File: config.mk
export PLATFORM = sky130hd
export DESIGN_NAME = hybrid_lfsr_casr_rng_core
export DESIGN_NICKNAME = d
export VERILOG_FILES = /design/src/hw/rtl/hlcr_pkg.sv /design/src/hw/rtl/hlcr_step.sv /design/src/hw/rtl/hlcr_ostage.sv /design/src/hw/rtl/hybrid_lfsr_casr_rng_core.sv
export SDC_FILE = /design/constraint.sdc
export NUM_CORES = 1
export LEC_CHECK = 0
export BUFFER_PORTS_ARGS = -buffer_cell sky130_fd_sc_hd__buf_4
export CAP_MARGIN = 20
export CORE_ASPECT_RATIO = 0.6
export CORE_MARGIN = 3
export CORE_UTILIZATION = 58
export DETAILED_ROUTE_END_ITERATION = 16
export PLACE_DENSITY = 0.8
export RECOVER_POWER = 50
export SETUP_SLACK_MARGIN = 0.1
export SYNTH_ARGS = -nofsm -noshare
export SYNTH_HDL_FRONTEND = slang
export SYNTH_HIERARCHICAL = 1
export SYNTH_SLANG_ARGS = --single-unit
export TNS_END_PERCENT = 5
File: constraint.sdc
create_clock -name aclk -period 2 [get_ports aclk]
set_clock_uncertainty 0.15 [all_clocks]
set_input_delay 0.1 -clock aclk [delete_from_list [all_inputs] [get_ports aclk]]
set_output_delay 0.1 -clock aclk [all_outputs]
set_load 0.005 [all_outputs]
File: src/hw/rtl/hlcr_pkg.sv
`timescale 1ns / 1ps

package hlcr_pkg;

    // Register lengths and the width of the random word.
    localparam int LFSR_LEN   = 43;
    localparam int CASR_LEN   = 37;
    localparam int WORD_LEN   = 32;
    localparam int OUT_WIDTH  = 32;
    localparam int CFG_DATA_W = 43;

    // Feedback taps of the LFSR (polynomial x^43 + x^41 + x^20 + x + 1).
    localparam int TAP_HI  = 42;
    localparam int TAP_MID = 40;
    localparam int TAP_LO  = 19;

    // Configuration register indexes.
    localparam logic CFG_LFSR_SEED = 1'b0;
    localparam logic CFG_CASR_SEED = 1'b1;

    // Seed values after reset: the top cell of each register is set.
    localparam logic [LFSR_LEN-1:0] LFSR_SEED_RST = {1'b1, {(LFSR_LEN-1){1'b0}}};
    localparam logic [CASR_LEN-1:0] CASR_SEED_RST = {1'b1, {(CASR_LEN-1){1'b0}}};

    // Cells of the CA register that follow rule 150 (both ends).
    localparam logic [CASR_LEN-1:0] CASR_END_MASK =
        {1'b1, {(CASR_LEN-2){1'b0}}, 1'b1};

    // Mask for the low OUT_WIDTH bits of the combined registers.
    localparam logic [CASR_LEN-1:0] WORD_MASK =
        CASR_LEN'((64'd1 << OUT_WIDTH) - 64'd1);

    // One result beat.
    typedef struct packed {
        logic [WORD_LEN-1:0] random_word;
        logic [LFSR_LEN-1:0] lfsr_bits;
        logic [CASR_LEN-1:0] casr_bits;
    } hlcr_result_t;

    // One step of the Fibonacci LFSR: shift up, feedback into cell 0.
    function automatic logic [LFSR_LEN-1:0] lfsr_step(input logic [LFSR_LEN-1:0] r);
        logic fb;
        fb = r[TAP_HI] ^ r[TAP_MID] ^ r[TAP_LO] ^ r[0];
        return {r[LFSR_LEN-2:0], fb};
    endfunction

    // One step of the cyclic CA register: rule 90 inside, rule 150 at the ends.
    function automatic logic [CASR_LEN-1:0] casr_step(input logic [CASR_LEN-1:0] t);
        logic [CASR_LEN-1:0] rotl;
        logic [CASR_LEN-1:0] rotr;
        rotl = {t[CASR_LEN-2:0], t[CASR_LEN-1]};
        rotr = {t[0], t[CASR_LEN-1:1]};
        return rotl ^ rotr ^ (t & CASR_END_MASK);
    endfunction

    // Random word from the two new registers.
    function automatic logic [WORD_LEN-1:0] mix_word(input logic [LFSR_LEN-1:0] l,
                                                     input logic [CASR_LEN-1:0] c);
        logic [CASR_LEN-1:0] x;
        x = (l[CASR_LEN-1:0] ^ c) & WORD_MASK;
        return x[WORD_LEN-1:0];
    endfunction

endpackage

File: src/hw/rtl/hlcr_step.sv
`timescale 1ns / 1ps

module hlcr_step (
    input  logic                          reseed,
    input  logic [hlcr_pkg::LFSR_LEN-1:0] lfsr_cur,
    input  logic [hlcr_pkg::CASR_LEN-1:0] casr_cur,
    input  logic [hlcr_pkg::LFSR_LEN-1:0] lfsr_seed,
    input  logic [hlcr_pkg::CASR_LEN-1:0] casr_seed,
    output hlcr_pkg::hlcr_result_t        result
);
    import hlcr_pkg::*;

    logic [LFSR_LEN-1:0] lfsr_base;
    logic [CASR_LEN-1:0] casr_base;
    logic [LFSR_LEN-1:0] lfsr_new;
    logic [CASR_LEN-1:0] casr_new;

    // A reseed beat starts from the seeds instead of the running state.
    assign lfsr_base = reseed ? lfsr_seed : lfsr_cur;
    assign casr_base = reseed ? casr_seed : casr_cur;

    // Advance both registers by one step and combine them.
    assign lfsr_new = lfsr_step(lfsr_base);
    assign casr_new = casr_step(casr_base);

    assign result.random_word = mix_word(lfsr_new, casr_new);
    assign result.lfsr_bits   = lfsr_new;
    assign result.casr_bits   = casr_new;

endmodule

File: src/hw/rtl/hlcr_ostage.sv
`timescale 1ns / 1ps

module hlcr_ostage (
    input  logic                   aclk,
    input  logic                   aresetn,
    input  logic                   in_valid,
    output logic                   in_ready,
    input  hlcr_pkg::hlcr_result_t in_data,
    output logic                   out_valid,
    input  logic                   out_ready,
    output hlcr_pkg::hlcr_result_t out_data
);
    import hlcr_pkg::*;

    logic         valid_reg;
    logic         valid_next;
    hlcr_result_t data_reg;

    // The stage takes a new beat whenever it is empty or is drained this cycle.
    assign in_ready = !valid_reg || out_ready;

    always_comb begin
        valid_next = valid_reg;
        if (in_valid && in_ready) begin
            valid_next = 1'b1;
        end else if (out_ready) begin
            valid_next = 1'b0;
        end
    end

    always_ff @(posedge aclk) begin
        if (!aresetn) begin
            valid_reg <= 1'b0;
        end else begin
            valid_reg <= valid_next;
        end
    end

    // Payload needs no reset.
    always_ff @(posedge aclk) begin
        if (in_valid && in_ready) begin
            data_reg <= in_data;
        end
    end

    assign out_valid = valid_reg;
    assign out_data  = data_reg;

endmodule

File: src/hw/rtl/hybrid_lfsr_casr_rng_core.sv
`timescale 1ns / 1ps
// Hybrid LFSR / cellular-automaton random word source.
// Each beat on the s_ channel requests one step of a 43-bit Fibonacci LFSR
// and a 37-cell rule 90/150 CA register; s_reseed set loads both from the
// seed registers before stepping. Each request yields exactly one m_ beat
// carrying the random word (XOR of the low bits of both registers) and the
// full contents of both registers after the step.
// Seeds are written through cfg_wr_en / cfg_index / cfg_wr_data; the user
// must do so only while the block is idle, which the block does not enforce;
// a new seed takes effect at the next reseed. A request accepted on s_ is on
// m_ in the following cycle. Throughput is one beat per cycle while m_ready
// is high, set by the single output register after the XOR next-state logic.
// When the receiver stalls the result holds in the output register and
// s_ready drops until it is taken; s_ready stays high while the register is
// drained in the same cycle.
// Reset loads both seeds with their top cell set, copies them into the
// running registers and empties the output register.

module hybrid_lfsr_casr_rng_core (
    input  logic                            aclk,
    input  logic                            aresetn,
    input  logic                            s_valid,
    output logic                            s_ready,
    input  logic                            s_reseed,
    output logic                            m_valid,
    input  logic                            m_ready,
    output logic [hlcr_pkg::WORD_LEN-1:0]   m_random_word,
    output logic [hlcr_pkg::LFSR_LEN-1:0]   m_lfsr_bits,
    output logic [hlcr_pkg::CASR_LEN-1:0]   m_casr_bits,
    input  logic                            cfg_wr_en,
    input  logic                            cfg_index,
    input  logic [hlcr_pkg::CFG_DATA_W-1:0] cfg_wr_data
);
    import hlcr_pkg::*;

    logic [LFSR_LEN-1:0] lfsr_seed_reg;
    logic [CASR_LEN-1:0] casr_seed_reg;
    logic [LFSR_LEN-1:0] lfsr_reg;
    logic [CASR_LEN-1:0] casr_reg;
    hlcr_result_t        step_res;
    hlcr_result_t        out_res;
    logic                accept;

    assign accept = s_valid && s_ready;

    // Seed registers.
    always_ff @(posedge aclk) begin
        if (!aresetn) begin
            lfsr_seed_reg <= LFSR_SEED_RST;
            casr_seed_reg <= CASR_SEED_RST;
        end else if (cfg_wr_en) begin
            case (cfg_index)
                CFG_LFSR_SEED: lfsr_seed_reg <= cfg_wr_data[LFSR_LEN-1:0];
                CFG_CASR_SEED: casr_seed_reg <= cfg_wr_data[CASR_LEN-1:0];
                default: ;
            endcase
        end
    end

    // Next-state logic for one step.
    hlcr_step u_step (
        .reseed    (s_reseed),
        .lfsr_cur  (lfsr_reg),
        .casr_cur  (casr_reg),
        .lfsr_seed (lfsr_seed_reg),
        .casr_seed (casr_seed_reg),
        .result    (step_res)
    );

    // Running generator state advances once per accepted beat.
    always_ff @(posedge aclk) begin
        if (!aresetn) begin
            lfsr_reg <= LFSR_SEED_RST;
            casr_reg <= CASR_SEED_RST;
        end else if (accept) begin
            lfsr_reg <= step_res.lfsr_bits;
            casr_reg <= step_res.casr_bits;
        end
    end

    // Output register with backpressure.
    hlcr_ostage u_ostage (
        .aclk      (aclk),
        .aresetn   (aresetn),
        .in_valid  (s_valid),
        .in_ready  (s_ready),
        .in_data   (step_res),
        .out_valid (m_valid),
        .out_ready (m_ready),
        .out_data  (out_res)
    );

    assign m_random_word = out_res.random_word;
    assign m_lfsr_bits   = out_res.lfsr_bits;
    assign m_casr_bits   = out_res.casr_bits;

endmodule

==> impl_metrics.py <==
metrics = {
    "status": {
        "outcome": "finished clean",
    },
    "place": {
        "portBuffers": 163,
        "hpwl_microns": 16300,
        "routabilityCongestion": 0.782,
        "postPlaceCellArea_sq_um": 13100,
    },
    "yosys": {
        "syn-cell-area_sq_um": 11900,
        "yosysSeqAreaShare_pct": 55.4,
        "synth_nets": 1082,
        "yosysTopAreaCellShare_pct": 28.3,
        "syn_inst": 1032,
        "yosys_warnings": 6,
        "avgSynthCellArea_sq_um": 11.5,
        "synth_area_leaders": "edfxtp_1 28%, dfxtp_1 27%, nand2_1 7.4%, mux2i_1 7.0%, o21ai_2 5.7%",
        "synth.distinct_cells": 27,
        "ys_ff_latch": 273,
        "synth_largest_area_cell": "edfxtp_1",
    },
    "pwr": {
        "p_leak_nw": 5.80,
        "p_clk_share_pct": 37.1,
        "cellPowerDensity_nw_per_um2": 872,
        "internal-power_mw": 9.55,
        "power.switching_mw": 2.95,
        "swShare_pct": 23.6,
        "pwr-share-comb_pct": 11.7,
        "peakVddDrop_mv": 0.681,
        "sequentialPowerShare_pct": 51.2,
    },
    "layout": {
        "fin_nets": 1271,
        "final_cell_mix": "233 x nand2_1, 161 x dfxtp_1, 112 x edfxtp_1",
        "syn_to_final_growth_pct": 20.5,
        "postLayoutCoreUtil_pct": 73.2,
        "largest_reg_flops": 112,
        "final_common_cell": "nand2_1",
        "layout-drive-gt1-share_pct": 23.5,
        "final_area_sq_um": 14300,
    },
    "global_route": {
        "grt-ovfl-total": 0,
        "grt_pass1_vias": 7917,
        "track_usage_pct": 23.5,
        "grt_max_degree": 80,
        "grt_pass1_wl_microns": 42000,
        "antenna_found_initial": 0,
    },
    "critical_path": {
        "end_kind": "flip-flop",
        "cp.arrival_ps": 2100,
        "critPathMaxFanout": 43,
        "critPathTopFamily": "buffers and inverters",
        "critPathBufInv": 4,
        "crit_top_cell": "dlygate4sd3_1",
        "startpoint_type": "input pin",
        "slowest_stage": "dlygate4sd3_1",
        "criticalPathCategory": "input pin to flip-flop",
        "rrSetupSlack_ps": 430,
        "r2r-end": "u_ostage/out_data[80]",
        "crit_required_ps": 2300,
        "r2r.worst_path.cells": 4,
        "slowest_delay_ps": 570,
        "crit_chain": "dlygate4sd3_1 > clkbuf_1 > nor2b_4 > buf_12 > mux2i_1 > dlygate4sd3_1",
        "r2r_start": "lfsr_seed_reg[40]",
    },
    "routing": {
        "drtIter0Drc": 634,
        "vias": 8241,
        "wl_microns": 26100,
        "ant_nets": 0,
        "dr.pass1.iters": 5,
        "via_per_inst": 5.47,
        "remaining_drc_errors": 0,
        "wl_per_cell_microns": 17.3,
    },
    "die": {
        "pin_count": 164,
        "initial_core_util_pct": 60.8,
        "rows": 39,
        "die_w_microns": 191,
        "dieArea_sq_um": 22300,
        "fp.coreArea_sq_um": 19600,
        "die_y_microns": 117,
    },
    "cts": {
        "tritoncts": "yes",
        "postCtsSetupRepairBufs": 0,
        "cts_sinks": 273,
        "cts_buffer_depth": 3,
        "htreeDepth": 1,
        "clkTransAtPathRegs_ps": 60,
        "cts_buffers": 24,
        "clkLatencyLatePin_ps": 510,
        "clockRootBuffer": "clkbuf_16",
    },
    "sta": {
        "fin_crit_ps": 1800,
        "max_freq_mhz": 557,
        "fin_setup_tns_ps": 0,
        "final_max_slew_viol_count": 0,
        "slew-limit-headroom_pct": 49.5,
        "setup_violations": 0,
        "period_share_pct": 89.8,
        "tightest_slew_ps": 758,
        "hold_viol": 0,
        "rsz0062_at_grt": "false",
    },
    "min_path": {
        "hp-class": "input pin to flip-flop",
        "hold_end": "u_ostage/out_data[52]",
        "hp-start": "s_reseed",
        "whs_path_depth": 3,
    },
    "flow_run": {
        "maxCapViolations": 0,
    },
}
cell families after synthesis:
logic type | Yosys count | synth area share, %
AND/OR/NAND/NOR | 320 | 12.0
flip-flops | 273 | 55.4
multiplexers | 125 | 11.0
XOR/XNOR | 111 | 8.17
buffers and inverters | 85 | 5.82
AO/OA/AOI/OAI | 118 | 7.65
tightest hold or removal path, delay by kind of cell:
kind     cells  cell delay (ps)
buf+inv      2              330
mux          1              200
synth_stat cells, drive strengths merged:
library cell  count
nand2           233
dfxtp           161
o21ai           113
edfxtp          112
mux2i            83
nand4            78
xor2             69
buf              54
mux2             42
xnor2            42
clkbuf           18
dlygate4sd1       8
inv               5
o211ai            4
and2              3
nand3             3
a21boi            1
nand2b            1
nand3b            1
nor2b             1
through the flow:
stage          worst slack, ps  total power [mW]  hold WS [ps]  instances
2_1_floorplan              168              7.35          86.5       1032
3_3_place_gp               439              7.91           212       1406
3_5_place_dp               367              7.94           222       1406
4_1_cts                    210              12.6          82.1       1505
5_1_grt                    128              13.0           101       1505
6_report                   205              12.5           116       1506
timing repair:
action,in CTS,in global routing
gates resized for setup,0,2
hold buffers,55,0
endpoints found under the hold margin,104,0
setup endpoints to repair,0,5
metal layers:
metal | global-route usage (%) | vias up | share of wire, %
met1 | 35.6 | 3932 | 48
met3 | 3.24 | 41 | 6.0
li1 | - | 3990 | -
met5 | 0 | - | 0
met4 | 5.76 | 0 | 2.0
met2 | 36.2 | 278 | 44
power groups by stage:
stage                     sequential (mW)  combinational (mW)  clock (mW)
after floorplan                      6.48               0.872           0
after global placement               6.51                1.40           0
after detailed placement             6.51                1.43           0
after CTS                            6.40                1.52        4.70
after global routing                 6.43                1.61        4.94
final                                6.40                1.47        4.64
worst max path at each step:
stage / depth (start not counted) / slack (ps) / end / startpoint
2_1_floorplan: 2 / 170 / u_ostage/out_data[0] / u_ostage/out_valid
3_3_place_gp: 5 / 440 / u_ostage/out_data[80] / s_reseed
3_5_place_dp: 5 / 370 / u_ostage/out_data[80] / s_reseed
4_1_cts: 6 / 210 / lfsr_seed_reg[39] / aresetn
5_1_grt: 5 / 130 / casr_seed_reg[5] / aresetn
6_report: 6 / 200 / lfsr_seed_reg[36] / cfg_index
cell type report:
class | count | area, sq um
diodes | 1 | 2.50
clock inverters | 5 | 75.1
well taps | 266 | 333
fillers | 1369 | 5240
clock buffers | 39 | 708
repair buffers | 243 | 2010
multi-input cells | 674 | 4590
inverters | 5 | 18.8
flip-flops and latches | 273 | 6590
Power figures use the tool's default switching activity.
